--- src/hw/rtl/uart_sfr_pkg.sv ---
// shared constants and result type for the uart settings frame receiver
package uart_sfr_pkg;

    localparam logic [7:0] START_BYTE     = 8'h01;
    localparam logic [7:0] LENGTH_BYTE    = 8'd20;
    localparam logic [7:0] ZERO_START_BIT = 8'h40;

    // fixed byte positions inside the frame store
    localparam int IDX_START    = 0;
    localparam int IDX_LENGTH   = 1;
    localparam int IDX_DISPLAY  = 5;
    localparam int IDX_MAGNETS  = 6;
    localparam int IDX_WHEEL_HI = 7;
    localparam int IDX_WHEEL_LO = 8;
    localparam int IDX_THR_HI   = 16;
    localparam int IDX_THR_LO   = 17;
    localparam int IDX_CHECK    = 19;

    // one result beat, lowest field in the lowest bits
    typedef struct packed {
        logic        updated;
        logic [7:0]  frame_count;
        logic        settings_loaded;
        logic        zero_start;
        logic [7:0]  check_byte;
        logic [15:0] throttle_pwm;
        logic [15:0] wheel_size;
        logic [7:0]  magnet_count;
        logic [7:0]  display_mode;
    } result_t;

    localparam int RES_W   = $bits(result_t);
    localparam int TDATA_W = ((RES_W + 7) / 8) * 8;

endpackage

--- src/hw/rtl/uart_sfr_core.sv ---
// frame assembly, header check and settings latch, one byte per cycle while in_valid is high
module uart_sfr_core
    import uart_sfr_pkg::*;
#(
    parameter int FRAME_BYTES = 20
)
(
    input  logic       clk,
    input  logic       rst_n,
    input  logic       in_valid,
    input  logic [7:0] rx_byte,
    output result_t    res
);

    localparam int POS_W = $clog2(FRAME_BYTES);
    localparam logic [POS_W-1:0] POS_LAST = POS_W'(FRAME_BYTES - 1);
    localparam logic [POS_W-1:0] POS_ONE  = POS_W'(1);

    logic [7:0]       store_reg [FRAME_BYTES];
    logic [7:0]       store_next [FRAME_BYTES];
    logic [POS_W-1:0] pos_reg, pos_next;
    logic             start_mark_reg, start_mark_next;
    logic             length_mark_reg, length_mark_next;
    result_t          set_reg;
    logic             header_ok;

    always_comb
    begin
        store_next       = store_reg;
        pos_next         = pos_reg;
        start_mark_next  = start_mark_reg;
        length_mark_next = length_mark_reg;
        header_ok        = 1'b0;
        res              = set_reg;
        res.updated      = 1'b0;
        if (in_valid)
        begin
            // start byte opens the frame only while none is open
            if (!start_mark_reg && rx_byte == START_BYTE)
            begin
                pos_next               = '0;
                start_mark_next        = 1'b1;
                store_next[IDX_START]  = START_BYTE;
            end
            // length byte goes in at the current position
            if (start_mark_next && !length_mark_reg && rx_byte == LENGTH_BYTE)
            begin
                length_mark_next     = 1'b1;
                store_next[pos_next] = rx_byte;
            end
            header_ok = (store_next[IDX_START] == START_BYTE) &&
                        (store_next[IDX_LENGTH] == LENGTH_BYTE);
            // bad header: drop the whole frame
            if (!header_ok && pos_next == POS_ONE)
            begin
                start_mark_next  = 1'b0;
                length_mark_next = 1'b0;
                pos_next         = '0;
                for (int i = 0; i < FRAME_BYTES; i++)
                begin
                    store_next[i] = '0;
                end
            end
            if (header_ok && pos_next > POS_ONE)
            begin
                store_next[pos_next] = rx_byte;
            end
            // advance, wrap keeps the store
            if (pos_next == POS_LAST)
            begin
                pos_next         = '0;
                start_mark_next  = 1'b0;
                length_mark_next = 1'b0;
                res.frame_count  = set_reg.frame_count + 8'd1;
            end
            else
            begin
                pos_next = pos_next + POS_W'(1);
            end
            if (store_next[IDX_START] == START_BYTE && store_next[IDX_CHECK] != 8'd0)
            begin
                res.display_mode    = store_next[IDX_DISPLAY];
                res.magnet_count    = store_next[IDX_MAGNETS];
                res.wheel_size      = {store_next[IDX_WHEEL_HI], store_next[IDX_WHEEL_LO]};
                res.throttle_pwm    = {store_next[IDX_THR_HI], store_next[IDX_THR_LO]};
                res.check_byte      = store_next[IDX_CHECK];
                res.zero_start      = (store_next[IDX_DISPLAY] & ZERO_START_BIT) != 8'd0;
                res.settings_loaded = 1'b1;
                res.updated         = 1'b1;
            end
        end
    end

    always_ff @(posedge clk or negedge rst_n)
    begin
        if (!rst_n)
        begin
            for (int i = 0; i < FRAME_BYTES; i++)
            begin
                store_reg[i] <= '0;
            end
            pos_reg         <= '0;
            start_mark_reg  <= 1'b0;
            length_mark_reg <= 1'b0;
            set_reg         <= '0;
        end
        else if (in_valid)
        begin
            store_reg       <= store_next;
            pos_reg         <= pos_next;
            start_mark_reg  <= start_mark_next;
            length_mark_reg <= length_mark_next;
            set_reg         <= res;
        end
    end

    a_pos_range: assert property (@(posedge clk) disable iff (!rst_n)
        pos_reg <= POS_LAST)
        else $error("write position out of range");

    a_marks: assert property (@(posedge clk) disable iff (!rst_n)
        length_mark_reg |-> start_mark_reg)
        else $error("length mark without start mark");

    a_loaded: assert property (@(posedge clk) disable iff (!rst_n)
        (in_valid && res.updated) |=> set_reg.settings_loaded)
        else $error("settings load did not set loaded flag");

endmodule

--- src/hw/rtl/uart_settings_frame_receiver_unit.sv ---
// top level: uart settings frame receiver with registered, skid-buffered output
//
// channel | dir | beat content
// s_*     | in  | tdata[7:0] rx_byte
// m_*     | out | tdata: display_mode, magnet_count, wheel_size, throttle_pwm,
//         |     |   check_byte, zero_start, settings_loaded, frame_count, updated
//
// one byte per cycle while s_tready is high, one result beat per byte, each result beat is registered
// the frame store, marks and settings update in the same cycle a byte is taken
// output register plus one skid entry: input keeps flowing while a result waits
// s_tready drops only when both output entries are full
// rst_n clears the frame store, position, marks, counter and settings at once
module uart_settings_frame_receiver_unit
    import uart_sfr_pkg::*;
#(
    parameter int FRAME_BYTES = 20
)
(
    input  logic               clk,
    input  logic               rst_n,
    input  logic               s_tvalid,
    output logic               s_tready,
    input  logic [7:0]         s_tdata,   // [7:0] rx_byte
    output logic               m_tvalid,
    input  logic               m_tready,
    // [7:0] display_mode, [15:8] magnet_count, [31:16] wheel_size,
    // [47:32] throttle_pwm, [55:48] check_byte, [56] zero_start,
    // [57] settings_loaded, [65:58] frame_count, [66] updated, rest zero
    output logic [TDATA_W-1:0] m_tdata
);

    result_t res;
    result_t out_data_reg, out_data_next;
    result_t skid_data_reg, skid_data_next;
    logic    out_valid_reg, out_valid_next;
    logic    skid_valid_reg, skid_valid_next;
    logic    push, pop;

    assign s_tready = !skid_valid_reg;
    assign push     = s_tvalid && s_tready;
    assign pop      = out_valid_reg && m_tready;

    // frame assembly and settings latch
    uart_sfr_core #(
        .FRAME_BYTES (FRAME_BYTES)
    ) u_core (
        .clk      (clk),
        .rst_n    (rst_n),
        .in_valid (push),
        .rx_byte  (s_tdata),
        .res      (res)
    );

    // output stage: skid entry drains first
    always_comb
    begin
        out_data_next   = out_data_reg;
        out_valid_next  = out_valid_reg;
        skid_data_next  = skid_data_reg;
        skid_valid_next = skid_valid_reg;
        if (pop || !out_valid_reg)
        begin
            if (skid_valid_reg)
            begin
                out_data_next = skid_data_reg;
            end
            else
            begin
                out_data_next = res;
            end
            out_valid_next  = skid_valid_reg || push;
            skid_valid_next = 1'b0;
        end
        else if (push)
        begin
            skid_data_next  = res;
            skid_valid_next = 1'b1;
        end
    end

    always_ff @(posedge clk or negedge rst_n)
    begin
        if (!rst_n)
        begin
            out_valid_reg  <= 1'b0;
            skid_valid_reg <= 1'b0;
        end
        else
        begin
            out_valid_reg  <= out_valid_next;
            skid_valid_reg <= skid_valid_next;
        end
    end

    // payload needs no reset
    always_ff @(posedge clk)
    begin
        out_data_reg  <= out_data_next;
        skid_data_reg <= skid_data_next;
    end

    assign m_tvalid = out_valid_reg;
    assign m_tdata  = {(TDATA_W - RES_W)'(0), out_data_reg};

    a_skid_order: assert property (@(posedge clk) disable iff (!rst_n)
        skid_valid_reg |-> out_valid_reg)
        else $error("skid entry full while output empty");

    a_skid_fill: assert property (@(posedge clk) disable iff (!rst_n)
        (push && out_valid_reg && !m_tready) |=> skid_valid_reg)
        else $error("stalled beat not caught by skid entry");

    a_skid_drain: assert property (@(posedge clk) disable iff (!rst_n)
        (pop && skid_valid_reg) |=> out_valid_reg)
        else $error("skid entry lost on drain");

endmodule

--- config.mk ---
export PLATFORM = sky130hd
export DESIGN_NAME = uart_settings_frame_receiver_unit
export DESIGN_NICKNAME = d
export VERILOG_FILES = /design/src/hw/rtl/uart_sfr_pkg.sv /design/src/hw/rtl/uart_sfr_core.sv /design/src/hw/rtl/uart_settings_frame_receiver_unit.sv
export SDC_FILE = /design/constraint.sdc
export NUM_CORES = 1
export LEC_CHECK = 0
export ABC_AREA = 1
export BUFFER_PORTS_ARGS = -buffer_cell sky130_fd_sc_hd__buf_2
export CELL_PAD_IN_SITES_DETAIL_PLACEMENT = 1
export CELL_PAD_IN_SITES_GLOBAL_PLACEMENT = 2
export CORE_UTILIZATION = 35
export CTS_CLUSTER_DIAMETER = 40
export DETAILED_ROUTE_END_ITERATION = 7
export GPL_ROUTABILITY_DRIVEN = 0
export HOLD_SLACK_MARGIN = 0.03
export PLACE_DENSITY_LB_ADDON = 0.1
export SYNTH_ARGS = -nofsm -noshare
export SYNTH_HDL_FRONTEND = slang
export SYNTH_SLANG_ARGS = --single-unit
--- constraint.sdc ---
create_clock -name clk -period 5 [get_ports clk]
set_input_delay 0.25 -clock clk [delete_from_list [all_inputs] [get_ports clk]]
set_output_delay 0.25 -clock clk [all_outputs]
set_load 0.005 [all_outputs]
# ---- Word-level counts from Yosys, hierarchy flattened
# Index checks and enable logic that the tools add are counted.
dict set report classes {
  add_sub_neg 2
  mul 0
  n_div 0
  order_cmp 5
  n_eq_ne 7
  shift 0
  mux 33
  bitwise 3
  reduce_logical 23
}
# operator n
set op_table {}
lappend op_table {{160-bit two-way mux} 6}
lappend op_table {{160-bit bitwise mux} 2}
lappend op_table {{67-bit two-way mux} 2}
lappend op_table {{8-bit demux with 5-bit select} 2}
lappend op_table {{58-bit two-way mux} 1}
lappend op_table {{8-bit two-way mux} 5}
lappend op_table {{5-bit two-way mux} 5}
lappend op_table {{8-bit by 1-bit == test with 1-bit output (second input constant)} 3}
lappend op_table {{8-bit by 5-bit == test with 1-bit output (second input constant)} 2}
lappend op_table {{6-bit >= comparator (second input constant)} 2}
lappend op_table {{6-bit by 1-bit < comparator with 1-bit output (second input constant)} 2}
lappend op_table {{5-bit NOT with 6-bit output} 2}
lappend op_table {{1-bit logical AND} 11}
lappend op_table {{1-bit two-way mux} 10}
lappend op_table {{8-bit by 1-bit adder with 8-bit output (second input constant)} 1}
lappend op_table {{8-bit nonzero test} 1}
lappend op_table {{5-bit by 1-bit adder with 5-bit output (second input constant)} 1}
lappend op_table {{5-bit by 1-bit == test with 1-bit output (second input constant)} 1}
lappend op_table {{5-bit == test (second input constant)} 1}
lappend op_table {{5-bit by 1-bit > comparator with 1-bit output (second input constant)} 1}
lappend op_table {{1-bit zero test} 5}
lappend op_table {{2-bit AND reduction} 2}
lappend op_table {{3-bit nonzero test} 1}
lappend op_table {{1-bit logical OR} 2}
lappend op_table {{2 further kinds} 2}
dict set report word_totals {
  regBits 369
  latch_bits 0
  mem_bits_rw 0
  romBits 0
  inputBits 12
  output_inout_bits 74
  elab_cells 124
  memories 0
}

# ---- Longest topological paths before layout
dict set report logic_depth {
  depth_word 31
  ltp_mapped 28
  depth_no_buf 24
}

# ---- By module
# From an unflattened synthesis, not the netlist that was laid out.
dict set report unflattened {
  cells_unflattened 1329
  hier_area_um2 12435.7
}
# module n_inst cells_per_inst area_per_inst_um2 seq_area_each_um2
set modules_own_cells {}
lappend modules_own_cells {uart_sfr_core 1 962 7428.4 3628.5}
lappend modules_own_cells {uart_settings_frame_receiver_unit 1 367 5007.3 4073.9}

# ---- Least setup slack after synthesis
# OpenSTA, ideal clock, no wires.
dict set report synth_timing {
  kind {register to register}
  start {reg out_valid_reg, in the netlist m_tvalid}
  end {reg skid_data_reg[0] (netlist name), enable pin}
  setup_ns 0.492
  arrival_ns 4.882
  required_time_ns 4.508
  path_slack_ns -0.373
  path_stages_with_launch 3
  n_path_buf 0
  synth_period_minus_slack_ns 5.373
  path_cell_list {dfrtp_1 nand2_1 nor2_1}
}
dict set report synth_via {
  elab_chain_cells 4
  elab_cells_between_ends 5
  classes_between {bitwise: 1; reduce/logical: 4}
}
# item line_no
set synth_lines {}
lappend synth_lines {{from (decl)} uart_settings_frame_receiver_unit.sv:35} ;# logic out_valid_reg, out_valid_next;
lappend synth_lines {{from (signal assigned)} uart_settings_frame_receiver_unit.sv:90} ;# out_valid_reg <= out_valid_next;
lappend synth_lines {{1-bit logical AND / 1-bit zero test (equally long branches)} {uart_settings_frame_receiver_unit.sv:41, uart_settings_frame_receiver_unit.sv:61}}
lappend synth_lines {{1-bit logical OR (*)} uart_settings_frame_receiver_unit.sv:61} ;# if (pop || !out_valid_reg)
lappend synth_lines {{1-bit NOT (no line) (*)} -}
lappend synth_lines {{2-bit AND reduction (no line) (*)} -}
lappend synth_lines {{to (signal assigned)} uart_settings_frame_receiver_unit.sv:99} ;# skid_data_reg <= skid_data_next;
lappend synth_lines {{to (decl)} uart_settings_frame_receiver_unit.sv:34} ;# result_t skid_data_reg, skid_data_next;
# Every way passes the cells marked *; elsewhere a longest branch is shown, timed or not.
# A chain may end at the register's enable or synchronous reset.

# ---- Worst setup path after layout
dict set report layout_timing {
  start {reg u_core.start_mark_reg}
  end {reg out_data_reg (netlist bit m_tdata[33]), data pin}
}
dict set report layout_via {
  elab_chain_cells 31
  elab_cells_between_ends 46
  classes_between {order compare: 5; eq/ne: 4; mux: 23; bitwise: 2; reduce/logical: 12}
}
# item line_no
set layout_lines {}
lappend layout_lines {{from (decl)} uart_sfr_core.sv:22} ;# logic start_mark_reg, start_mark_next;
lappend layout_lines {{from (signal assigned)} uart_sfr_core.sv:111} ;# start_mark_reg <= start_mark_next;
lappend layout_lines {{1-bit zero test} uart_sfr_core.sv:39} ;# if (!start_mark_reg && rx_byte == START_BYTE)
lappend layout_lines {{1-bit logical AND} uart_sfr_core.sv:39}
lappend layout_lines {{5-bit two-way mux} uart_sfr_core.sv:39}
lappend layout_lines {{5-bit two-way mux} uart_sfr_core.sv:36} ;# if (in_valid)
lappend layout_lines {{5-bit NOT with 6-bit output (not written as such)} uart_sfr_core.sv:49} ;# store_next[pos_next] = rx_byte;
lappend layout_lines {{6-bit >= comparator (not written as such) / 6-bit by 1-bit < comparator with 1-bit output (equally long branches)} uart_sfr_core.sv:49}
lappend layout_lines {{1-bit logical AND (not written as such)} uart_sfr_core.sv:49}
lappend layout_lines {{8-bit two-way mux (not written as such)} uart_sfr_core.sv:49}
lappend layout_lines {{[... 15 more ...]} -}
lappend layout_lines {{160-bit bitwise mux} uart_sfr_core.sv:66} ;# store_next[pos_next] = rx_byte;
lappend layout_lines {{160-bit two-way mux (*)} uart_sfr_core.sv:64} ;# if (header_ok && pos_next > POS_ONE)
lappend layout_lines {{160-bit two-way mux (*)} uart_sfr_core.sv:36}
lappend layout_lines {{8-bit by 1-bit == test with 1-bit output / 8-bit nonzero test (equally long branches)} uart_sfr_core.sv:80} ;# if (store_next[IDX_START] == START_BYTE && store_next[IDX_CHECK] != 8'd0)
lappend layout_lines {{1-bit logical AND} uart_sfr_core.sv:80}
lappend layout_lines {{58-bit two-way mux (*)} uart_sfr_core.sv:80}
lappend layout_lines {{67-bit two-way mux (*)} uart_sfr_core.sv:36}
lappend layout_lines {{67-bit two-way mux (*)} uart_settings_frame_receiver_unit.sv:63} ;# if (skid_valid_reg)
lappend layout_lines {{to (signal assigned)} uart_settings_frame_receiver_unit.sv:98} ;# out_data_reg <= out_data_next;
lappend layout_lines {{to (decl)} uart_settings_frame_receiver_unit.sv:33} ;# result_t out_data_reg, out_data_next;
# Every way passes the cells marked *; elsewhere a longest branch is shown, timed or not. The select of a mux whose other input is x is not followed.

==> reports/qor.txt <==
Post-CTS Setup Repair Bufs -> 0
H-tree levels -> 2
Top Family by Delay on Critical Path -> simple AND/OR/NAND/NOR gates
Largest family of logic cells by synthesized area -> simple AND/OR/NAND/NOR gates
Final Hold Vio Count -> 0
Post-Synth Simple-Gate Area -> 0.2785
Commonest cells post-synth -> nand2_1 (402), dfrtp_1 (147), edfxtp_1 (134), o21ai_0 (113), inv_1 (111)
Post-synth EDFFs -> 134
Clk buf depth -> 3
Initial antenna violation count -> 0
Area Growth Syn to Fin -> 19.89%
Synthesized cell area -> 13500 um2
Post-cts sizing count -> 0
Yosys top cell by area -> edfxtp_1
Avg Inst Size Synth -> 9.133 um2
Synthesized flop and latch total -> 281
CP cell instances -> inv_1 -> nand3_2 -> nand3_1 -> nor2_2 -> nand2_1 -> o21ai_0 -> nand2_1 -> nor2_1 -> nand2_1 -> nand2_2 -> nand3_1 -> nor4_4 -> buf_4 -> nand3b_1 -> nand3_1 -> nand2_1
Hold_buf cts -> 2
Worst path bufs/invs -> 2
Port Buf Inserts -> 80
Dpl hpwl -> 24140 um
Die W -> 198.4 um
Worst R2R Setup Slack -> 0.97 ns
Final setup fails -> 0
Reg-to-Reg Start -> u_core.start_mark_reg
Synth Instances -> 1478
Startpoint Class -> flip-flop
Top-count cell post-synth -> nand2_1
Top_reg_cell synth -> dfrtp_1
Tmin final -> 4.034 ns
Chip Height -> 198.4 um
Detailed-router iteration count before antenna repair -> 4
Largest net degree at the start of global routing -> 82
Critical Path Fanout Max -> 31
Xor/xnor share of the synthesized area -> 0.009083
Post-synthesis async set-or-reset flop share -> 0.5231
Worst-margin pin slew -> 0.9811 ns
Distinct cells, synth -> 42
CTS root buffer -> clkbuf_16
Critical Path AT -> 4.36 ns
Critical Path RT -> 5.32 ns
Total number of vias -> 10300
TritonCTS clock tree -> built
Clk sinks -> 281
Clock Latency Late Sink -> 0.59 ns
Iter 0 DRT Violations -> 532
Crit path largest cell delay -> 0.53 ns
Nets -> 1573
Core Region -> 37840 um2
Peak VDD IR -> 0.2592 mV
Final period utilization -> 0.8068
CTS Buf Count -> 52
Worst-case reg-to-reg path depth -> 16
Worst Clk Skew -> 0.02209 ns
Fraction of layout cells with a size suffix above 1 -> 0.1633
CP max stage cell -> buf_4
Ranking of synthesized cells by area -> edfxtp_1 (30%), dfrtp_1 (27%), nand2_1 (11%)
Ys Warns -> 0
Setup tns final -> 0 ns
WS Path Type -> reg -> reg
Power per cell area -> 434.7 nW/um2
WL per Instance -> 17.78 um
Leak -> 0.006755 uW
I/O pins -> 86
Std cell rows -> 71
Vias in the first global route -> 10920
Hold Crit Class -> in -> async
Status -> completed
GRT Resource Usage Total -> 0.1997
CP Capture Type -> flip-flop
Grt total ovfl -> 0
Achievable clock frequency -> 247.9 MHz
Sequential fraction of the synthesis area -> 0.5706
Worst-path clk slew -> 0.05 ns
Post-synthesis mux area share -> 0
Die area -> 39360 um2
Antenna diode count -> 0
Post-synth top area share -> 0.2981
Total Wirelength -> 37610 um
DR DRC count -> 0
Max cap viols -> 0
Worst path most repeated cell -> nand2_1
Initial core utilization -> 0.3567
Count of pins over their slew limit -> 0
Adder-cell area share of the yosys netlist -> 0.0009269
RSZ-0062 raised after global routing -> no
First-pass GRT wire length -> 60750 um
Synth Area in Compound Gates -> 0.07489
Max FFs per register -> 72
R2r endpoint -> m_tdata[33]
Avg Vias per Cell -> 4.869
Final hold slack -> 0.2582 ns
Final antenna-violating net count -> 0
Worst slew margin -> 0.3435
==> cells in the final DEF, fill, tap and decap left out, types with 7 or more instances in the layout <==
cell type / Yosys / routed
nand3_1: 109 / 109
buf_2: 13 / 79
nand3b_1: 15 / 15
a21oi_1: 40 / 40
nand3_2: 31 / 31
nand2_1: 402 / 400
inv_6: 0 / 10
and2_1: 110 / 110
xor2_1: 10 / 10
nor2_1: 93 / 92
dfrtp_1: 147 / 146
clkinv_2: 0 / 8
o22ai_1: 7 / 7
inv_1: 111 / 111
inv_2: 8 / 9
o21ai_0: 113 / 113
clkbuf_16: 0 / 54
edfxtp_1: 134 / 134
buf_4: 9 / 19
nand4_1: 16 / 16
==> worst reg2reg max path, delay by kind of cell, from the launching register on <==
family,cells,cell delay [ns]
AOI/OAI and AO/OA,1,0.12
buffers and inverters,2,0.59
DFF,1,0.38
and+or+nand+nor,13,2.69
==> worst max path at each step <==
stage | start | end | slack [ns] | depth (start not counted)
after floorplan | m_tvalid | skid_data_reg[0] | 0.36 | 2
after global placement | s_tdata[5] | m_tdata[32] | 0.78 | 19
after detailed placement | s_tdata[5] | skid_data_reg[31] | 0.64 | 18
after CTS | u_core.start_mark_reg | skid_data_reg[31] | 0.97 | 14
after global routing | u_core.length_mark_reg | m_tdata[2] | 0.58 | 21
final | u_core.start_mark_reg | m_tdata[33] | 0.97 | 16
==> power breakdown <==
part | internal [uW] | switching [uW]
Sequential | 2550 | 54.7
Combinational | 214 | 581
Clock | 2330 | 1300
==> cell families after synthesis <==
| group | count (synthesis) |
|---|---|
| buf+inv | 200 |
| compound gates | 185 |
| simple gates | 796 |
| fa+ha+maj | 1 |
| other cells | 1 |
| xor+xnor | 14 |
| flops | 281 |
==> per-layer routing <==
layer / up-vias / part of all wire / GRT usage
met3: 61 / 0.029 / 0.02831
met2: 127 / 0.47 / 0.3275
met1: 5091 / 0.47 / 0.2688
li1: 5018 / - / -
met5: - / 0 / 0
met4: 0 / 0.024 / 0.07120
==> layout make-up <==
cell class | count | area [um2]
clock inverter | 40 | 432.9
inverter | 120 | 450.4
sequential | 281 | 7704
timing repair buffer | 104 | 629.4
clock buffer | 58 | 1386
tap | 511 | 639.4
fill | 4344 | 21660
multi-input combinational | 1001 | 4942
==> metrics by stage <==
stage                     setup WS [ns]  area (um2)  cells  power, uW  utilization
after floorplan                  0.3611       13520   1482       3177            -
after global routing             0.5761       16180   2115       7330       0.4277
after detailed placement         0.6393       14350   2015       3462       0.3791
after CTS                        0.9672       16180   2115       7149       0.4277
final                            0.9658       16180   2115       7035       0.4277
after global placement           0.7775       14350   2015       3455       0.3791
Note: power is estimated with default switching activity, not from simulation.
